`config.mk`:
```
export PLATFORM = sky130hd
export DESIGN_NAME = accessory_command_line_to_dcc_packet_core
export DESIGN_NICKNAME = d
export VERILOG_FILES = /design/src/hw/rtl/acdcc_pkg.sv /design/src/hw/rtl/acdcc_front.sv /design/src/hw/rtl/acdcc_queue.sv /design/src/hw/rtl/acdcc_back.sv /design/src/hw/rtl/accessory_command_line_to_dcc_packet_core.sv
export SDC_FILE = /design/constraint.sdc
export NUM_CORES = 1
export LEC_CHECK = 0
export ABC_AREA = 1
export BUFFER_PORTS_ARGS = -buffer_cell sky130_fd_sc_hd__buf_2
export CAP_MARGIN = 30
export CORE_AREA = 8 8 99 101
export CTS_CLUSTER_DIAMETER = 100
export DETAILED_ROUTE_END_ITERATION = 8
export DIE_AREA = 0 0 107 109
export PLACE_DENSITY = 0.84
export RECOVER_POWER = 25
export SYNTH_ARGS = -nofsm -noshare
export SYNTH_HDL_FRONTEND = slang
export SYNTH_SLANG_ARGS = --single-unit
```
`constraint.sdc`:
```
create_clock -name clk -period 1.9 [get_ports clk]
set_clock_uncertainty 0.1 [all_clocks]
set_input_delay 0.38 -clock clk [delete_from_list [all_inputs] [get_ports clk]]
set_output_delay 0.38 -clock clk [all_outputs]
set_load 0.02 [all_outputs]
```
`src/hw/rtl/acdcc_pkg.sv`:
```
package acdcc_pkg;

    localparam int LINE_CAPACITY_DEF = 32;
    localparam int QUEUE_DEPTH_DEF   = 2;

    localparam logic [7:0] CHAR_DEL = 8'h7f;
    localparam logic [7:0] CHAR_LF  = 8'h0a;
    localparam logic [7:0] CHAR_CR  = 8'h0d;
    localparam logic [7:0] CHAR_R   = 8'h52;
    localparam logic [7:0] CHAR_G   = 8'h47;

    localparam logic [1:0] REPEAT_LAST = 2'd2;

    localparam logic [7:0] PKT_FIRST_BASE  = 8'h80;
    localparam logic [7:0] PKT_SECOND_BASE = 8'hf8;

    // one parsed line, handed from the line editor to the packet emitter
    typedef struct packed {
        logic       ok;
        logic [1:0] pos;
        logic [7:0] addr;
        logic       rg;
    } cmd_t;

    function automatic logic [7:0] upcase(input logic [7:0] c);
        logic [7:0] u;
        u = c;
        if (c >= 8'h61 && c <= 8'h7a)
        begin
            u = c - 8'h20;
        end
        return u;
    endfunction

    // bit 4 set when the character is not a hex digit
    function automatic logic [4:0] hex_value(input logic [7:0] c);
        logic [7:0] u;
        logic [4:0] v;
        u = upcase(c);
        v = 5'h10;
        if (u >= 8'h30 && u <= 8'h39)
        begin
            v = {1'b0, u[3:0]};
        end
        else if (u >= 8'h41 && u <= 8'h46)
        begin
            v = {1'b0, u[3:0] + 4'd9};
        end
        return v;
    endfunction

endpackage

```
`src/hw/rtl/acdcc_front.sv`:
```
module acdcc_front #(
    parameter int LINE_CAPACITY = acdcc_pkg::LINE_CAPACITY_DEF
) (
    input  logic              clk,
    input  logic              rst_n,
    input  logic              in_valid,
    output logic              in_ready,
    input  logic [7:0]        char_in,
    output logic              push,
    output acdcc_pkg::cmd_t   push_cmd,
    input  logic              q_full
);

    localparam int LW = $clog2(LINE_CAPACITY + 1);

    logic [LW-1:0] len_reg;
    logic [LW-1:0] len_next;
    logic [7:0]    head_reg [3];
    logic          accept;
    logic          is_eol;
    logic          is_del;
    logic          store;
    logic [4:0]    hi_v;
    logic [4:0]    lo_v;
    logic [7:0]    c2;
    acdcc_pkg::cmd_t cmd;

    assign in_ready = !q_full;
    assign accept   = in_valid && in_ready;
    assign is_del   = (char_in == acdcc_pkg::CHAR_DEL) && (len_reg != '0);
    assign is_eol   = (char_in == acdcc_pkg::CHAR_LF) || (char_in == acdcc_pkg::CHAR_CR);
    assign store    = !is_del && !is_eol && (len_reg < LW'(LINE_CAPACITY));

    assign hi_v = acdcc_pkg::hex_value(head_reg[0]);
    assign lo_v = acdcc_pkg::hex_value(head_reg[1]);
    assign c2   = acdcc_pkg::upcase(head_reg[2]);

    always_comb
    begin
        cmd      = '0;
        cmd.pos  = 2'd0;
        if (hi_v[4])
        begin
            cmd.pos = 2'd0;
        end
        else if (len_reg < LW'(2))
        begin
            cmd.pos = 2'd1;
        end
        else if (lo_v[4])
        begin
            cmd.pos = 2'd1;
        end
        else if (len_reg < LW'(3))
        begin
            cmd.pos = 2'd2;
        end
        else if (c2 != acdcc_pkg::CHAR_R && c2 != acdcc_pkg::CHAR_G)
        begin
            cmd.pos = 2'd2;
        end
        else if (len_reg > LW'(3))
        begin
            cmd.pos = 2'd3;
        end
        else
        begin
            cmd.ok   = 1'b1;
            cmd.addr = {hi_v[3:0], lo_v[3:0]};
            cmd.rg   = (c2 == acdcc_pkg::CHAR_G);
        end
    end

    assign push     = accept && is_eol && (len_reg != '0);
    assign push_cmd = cmd;

    always_comb
    begin
        len_next = len_reg;
        if (accept)
        begin
            if (is_del)
            begin
                len_next = len_reg - LW'(1);
            end
            else if (is_eol)
            begin
                len_next = '0;
            end
            else if (store)
            begin
                len_next = len_reg + LW'(1);
            end
        end
    end

    always_ff @(posedge clk or negedge rst_n)
    begin
        if (!rst_n)
        begin
            len_reg <= '0;
        end
        else
        begin
            len_reg <= len_next;
        end
    end

    // only the first three characters matter to the parser
    always_ff @(posedge clk)
    begin
        for (int i = 0; i < 3; i++)
        begin
            if (accept && store && (len_reg == LW'(i)))
            begin
                head_reg[i] <= char_in;
            end
        end
    end

endmodule

```
`src/hw/rtl/acdcc_queue.sv`:
```
module acdcc_queue #(
    parameter int DEPTH = acdcc_pkg::QUEUE_DEPTH_DEF
) (
    input  logic            clk,
    input  logic            rst_n,
    input  logic            push,
    input  acdcc_pkg::cmd_t push_cmd,
    output logic            full,
    output logic            q_valid,
    output acdcc_pkg::cmd_t q_cmd,
    input  logic            pop
);

    localparam int PW = (DEPTH > 1) ? $clog2(DEPTH) : 1;
    localparam int CW = $clog2(DEPTH + 1);

    acdcc_pkg::cmd_t mem_reg [DEPTH];
    logic [PW-1:0]   wr_ptr_reg;
    logic [PW-1:0]   rd_ptr_reg;
    logic [CW-1:0]   count_reg;
    logic            do_push;
    logic            do_pop;

    assign full    = (count_reg == CW'(DEPTH));
    assign q_valid = (count_reg != '0);
    assign q_cmd   = mem_reg[rd_ptr_reg];
    assign do_push = push && !full;
    assign do_pop  = pop && q_valid;

    function automatic logic [PW-1:0] bump(input logic [PW-1:0] p);
        logic [PW-1:0] n;
        n = (p == PW'(DEPTH - 1)) ? '0 : p + PW'(1);
        return n;
    endfunction

    always_ff @(posedge clk or negedge rst_n)
    begin
        if (!rst_n)
        begin
            wr_ptr_reg <= '0;
            rd_ptr_reg <= '0;
            count_reg  <= '0;
        end
        else
        begin
            if (do_push)
            begin
                wr_ptr_reg <= bump(wr_ptr_reg);
            end
            if (do_pop)
            begin
                rd_ptr_reg <= bump(rd_ptr_reg);
            end
            if (do_push && !do_pop)
            begin
                count_reg <= count_reg + CW'(1);
            end
            else if (do_pop && !do_push)
            begin
                count_reg <= count_reg - CW'(1);
            end
        end
    end

    always_ff @(posedge clk)
    begin
        if (do_push)
        begin
            mem_reg[wr_ptr_reg] <= push_cmd;
        end
    end

endmodule

```
`src/hw/rtl/acdcc_back.sv`:
```
module acdcc_back (
    input  logic            clk,
    input  logic            rst_n,
    input  logic            q_valid,
    input  acdcc_pkg::cmd_t q_cmd,
    output logic            pop,
    output logic            out_valid,
    input  logic            out_ready,
    output logic            ok,
    output logic [1:0]      error_position,
    output logic [7:0]      accessory_address,
    output logic            red_green,
    output logic [7:0]      packet_first,
    output logic [7:0]      packet_second,
    output logic            last
);

    logic       out_valid_reg;
    logic [1:0] rep_reg;
    logic       load;
    logic       is_last;
    logic       ok_reg;
    logic [1:0] pos_reg;
    logic [7:0] addr_reg;
    logic       rg_reg;
    logic [7:0] first_reg;
    logic [7:0] second_reg;
    logic       last_reg;

    // output stage refills whenever it is empty or its beat is taken
    assign load    = !out_valid_reg || out_ready;
    assign is_last = !q_cmd.ok || (rep_reg == acdcc_pkg::REPEAT_LAST);
    assign pop     = load && q_valid && is_last;

    always_ff @(posedge clk or negedge rst_n)
    begin
        if (!rst_n)
        begin
            out_valid_reg <= 1'b0;
            rep_reg       <= 2'd0;
        end
        else if (load)
        begin
            out_valid_reg <= q_valid;
            if (q_valid)
            begin
                rep_reg <= is_last ? 2'd0 : rep_reg + 2'd1;
            end
        end
    end

    always_ff @(posedge clk)
    begin
        if (load && q_valid)
        begin
            ok_reg   <= q_cmd.ok;
            pos_reg  <= q_cmd.pos;
            addr_reg <= q_cmd.addr;
            rg_reg   <= q_cmd.rg;
            last_reg <= is_last;
            if (q_cmd.ok)
            begin
                first_reg  <= acdcc_pkg::PKT_FIRST_BASE | {2'b00, q_cmd.addr[7:2]};
                second_reg <= acdcc_pkg::PKT_SECOND_BASE
                              | {5'b00000, q_cmd.addr[1:0], q_cmd.rg};
            end
            else
            begin
                first_reg  <= 8'h00;
                second_reg <= 8'h00;
            end
        end
    end

    assign out_valid         = out_valid_reg;
    assign ok                = ok_reg;
    assign error_position    = pos_reg;
    assign accessory_address = addr_reg;
    assign red_green         = rg_reg;
    assign packet_first      = first_reg;
    assign packet_second     = second_reg;
    assign last              = last_reg;

endmodule

```
`src/hw/rtl/accessory_command_line_to_dcc_packet_core.sv`:
```
// a line end is written into the command queue, then its first result beat is loaded into the output stage
// throughput: one character per cycle while the queue is not full; a good command gives three beats, a bad one one beat
// the input stalls only while the command queue between editor and emitter is full
// reset (rst_n, async, active low) empties the line, the command queue and the output stage
module accessory_command_line_to_dcc_packet_core #(
    parameter int LINE_CAPACITY = acdcc_pkg::LINE_CAPACITY_DEF,
    parameter int QUEUE_DEPTH   = acdcc_pkg::QUEUE_DEPTH_DEF
) (
    input  logic       clk,
    input  logic       rst_n,
    input  logic       in_valid,
    output logic       in_ready,
    input  logic [7:0] char_in,
    output logic       out_valid,
    input  logic       out_ready,
    output logic       ok,
    output logic [1:0] error_position,
    output logic [7:0] accessory_address,
    output logic       red_green,
    output logic [7:0] packet_first,
    output logic [7:0] packet_second,
    output logic       last
);

    logic            push;
    acdcc_pkg::cmd_t push_cmd;
    logic            q_full;
    logic            q_valid;
    acdcc_pkg::cmd_t q_cmd;
    logic            pop;

    acdcc_front #(
        .LINE_CAPACITY(LINE_CAPACITY)
    ) u_front (
        .clk      (clk),
        .rst_n    (rst_n),
        .in_valid (in_valid),
        .in_ready (in_ready),
        .char_in  (char_in),
        .push     (push),
        .push_cmd (push_cmd),
        .q_full   (q_full)
    );

    acdcc_queue #(
        .DEPTH(QUEUE_DEPTH)
    ) u_queue (
        .clk      (clk),
        .rst_n    (rst_n),
        .push     (push),
        .push_cmd (push_cmd),
        .full     (q_full),
        .q_valid  (q_valid),
        .q_cmd    (q_cmd),
        .pop      (pop)
    );

    acdcc_back u_back (
        .clk               (clk),
        .rst_n             (rst_n),
        .q_valid           (q_valid),
        .q_cmd             (q_cmd),
        .pop               (pop),
        .out_valid         (out_valid),
        .out_ready         (out_ready),
        .ok                (ok),
        .error_position    (error_position),
        .accessory_address (accessory_address),
        .red_green         (red_green),
        .packet_first      (packet_first),
        .packet_second     (packet_second),
        .last              (last)
    );

endmodule

```
==> flow_summary.json <==
{
  "outcome": "finished, violations left",
  "violations": "setup timing",
  "synthArstFlopShare_pct": 15.7,
  "gr-total-overflow": 0,
  "reg2reg_depth": 13,
  "grt_first_pass_wirelength_um": 15000,
  "hold_viol_final": 0,
  "nets": 577,
  "cts_root_buf": "clkbuf_8",
  "synth.avg_cell_area_um2": 10.0,
  "die-height_um": 109,
  "p_clk_share_pct": 19.8,
  "fmax_ghz": 0.447,
  "synthTopCellsByCount": "nand2_1 (72), edfxtp_1 (70), inv_1 (65)",
  "tightest_slew_ns": 0.760,
  "seqCellArea_um2": 2430,
  "cp-end-kind": "flop",
  "track_usage_pct": 16.0,
  "ant_nets": 0,
  "synth_cells": 426,
  "dp.final_hpwl_um": 6520,
  "powerDensity_nw_per_um2": 1110,
  "synth_seq_cells": 83,
  "synth_top_area_cell": "edfxtp_1",
  "period_needed_ns": 2.23,
  "via_per_inst": 5.08,
  "syn-num-nets": 458,
  "row_count": 34,
  "criticalPathCategory": "flop to flop",
  "r2r-start": "u_front.head_reg[0][1]",
  "path_max_fanout": 7,
  "grt_max_degree": 25,
  "p_leak_nw": 2.40,
  "synthesis.area_um2": 4270,
  "synth_top_area_share_pct": 49.2,
  "rr_endpoint": "u_queue.mem_reg[0][3]",
  "drt_pass1_iterations": 5,
  "finalSetupViolations": 25,
  "cp.arrival_ns": 2.34,
  "cts_sinks": 83,
  "cap_violations": 0,
  "relSlewSlack_pct": 49.4,
  "synth_cell_types": 36,
  "clkLatencyLatePin_ns": 0.35,
  "core-area_um2": 8380,
  "finalWeightedCongestion": 0.840,
  "initialDrtViolationCount": 171,
  "crit_required_ns": 2.01,
  "post-route-util_pct": 66.0,
  "pin_count": 43,
  "rrSetupSlack_ns": -0.33,
  "yosysMostFrequentCell": "nand2_1",
  "cts_buffer_depth": 2,
  "setup_tns_ns": -6.74,
  "switchingPower_w": 0.00218,
  "critPathLaunchType": "flop",
  "yosys_warnings": 0,
  "avgRoutedWirePerCell_um": 14.2,
  "nFillCells": 629,
  "antenna_found_initial": 0,
  "cts_inserted_buffers": 9,
  "diodes": 0,
  "vdd_ir_drop_max_mv": 0.532,
  "start_util_pct": 51.0,
  "layout_setup_ws_ns": -0.335,
  "port_buffers": 41,
  "synth_edf_count": 70,
  "rsz0062_at_grt": "yes",
  "p_sw_share_pct": 35.4,
  "internal-power_w": 0.00397,
  "syn_to_final_growth_pct": 29.4,
  "slew_violations": 0,
  "hold_end": "u_back.out_valid",
  "multiInputGateArea_um2": 1770,
  "die_area_um2": 11700,
  "die_x_um": 107,
  "ys_seq_area_share_pct": 56.8,
  "totalWireLength_um": 9360,
  "period_share_pct": 118,
  "hold_path.startpoint": "out_ready",
  "power_frac_seq_pct": 41.5,
  "pwr-share-comb_pct": 38.7,
  "ys.flop_type": "edfxtp_1",
  "grt_pass1_vias": 3439,
  "drive_gt1_share_pct": 35.6,
  "ctsHtreeMaxLevel": 3,
  "synth_area_leaders": "edfxtp_1 (49%), dfrtp_1 (7.6%), nand2_1 (6.3%)",
  "drc": 0,
  "min_path_type": "input pin to flop",
  "pre_cts_slack_ns": -0.356,
  "vias": 3342,
  "holdPathStages": 2,
  "clkTransAtPathRegs_ns": 0.08,
  "cts_tree": "built"
}
-- timing repair --
item                                    in CTS  in global routing
hold buffers                                 1                  0
pin swaps                                   17                 23
hold endpoints to repair                    13                  0
resized for setup                           19                 30
cloned                                       0                  0
setup buffers                               13                  6
endpoints found under the setup margin      49                 76
-- worst max-delay path by stage --
stage	slack, ns	to	start
finish	-0.33	u_queue.mem_reg[0][3]	u_front.head_reg[0][1]
global route	-0.44	u_queue.mem_reg[1][3]	u_front.head_reg[0][1]
CTS	-0.19	u_queue.mem_reg[1][2]	u_front.head_reg[0][0]
detailed placement	-0.36	u_queue.count_reg[1]	char_in[5]
global placement	-0.26	u_queue.count_reg[1]	char_in[5]
floorplan	-0.19	u_queue.mem_reg[1][0]	u_queue.count_reg[0]
-- layout by cell type, fill, tap and decap left out, types with 17 or more instances in the layout --
| cell | count |
|---|---|
| o21ai_0 | 25 |
| nand3_1 | 18 |
| nor2_4 | 17 |
| buf_4 | 63 |
| nor2_1 | 30 |
| inv_1 | 58 |
| clkbuf_1 | 20 |
| buf_2 | 31 |
| nand2_1 | 61 |
| edfxtp_1 | 70 |
-- cell families after synthesis --
group                    share of synthesized area, %
AO/OA/AOI/OAI                                    6.12
flip-flops                                       56.8
adder cells (fa/ha/maj)                          5.86
AND/OR/NAND/NOR                                  20.6
buffers and inverters                            7.64
other                                          0.0878
XOR/XNOR                                         2.87
-- layer usage --
metal  vias up  wire length, µm  GRT usage, %
met2       133             5010          29.7
met4         0              157          6.83
met3        23              669          4.67
met5         -                0             0
li1       1643                -             -
met1      1543             3520          16.6
-- metrics by stage --
step	instances	hold WS (ns)	total power, W	cell area [µm²]
6_report	658	0.127	0.00615	5530
3_3_place_gp	622	0.189	0.00467	5050
3_5_place_dp	622	0.194	0.00477	5050
4_1_cts	652	0.138	0.00610	5410
2_1_floorplan	426	-0.0156	0.00400	4340
5_1_grt	658	0.124	0.00656	5530
-- power groups by stage --
stage	clock network, W	registers (W)	logic [W]
detailed placement	0	0.00260	0.00218
global route	0.00132	0.00259	0.00265
finish	0.00122	0.00255	0.00238
floorplan	0	0.00293	0.00107
CTS	0.00124	0.00256	0.00231
global placement	0	0.00258	0.00209
-- worst max-delay path: stages (launching register included) --
cell      delay [ns]
edfxtp_1        0.38
inv_2           0.07
buf_4           0.14
ha_4            0.16
nand3_2         0.07
buf_4           0.12
nand3_2         0.08
nor2_2          0.15
nand3_1         0.13
nor2_4          0.15
nor2_4          0.07
nor2_4          0.20
nand2_8         0.13
nor2_4          0.14
-- cell type report --
type	count	area share, %
tap	108	2.44
inverter	70	4.82
clock inverter	7	1.20
timing repair buffer	118	13.4
clock buffer	9	2.24
multi-input combinational	263	31.9
sequential	83	43.9
Power figures use the tool's default switching activity.
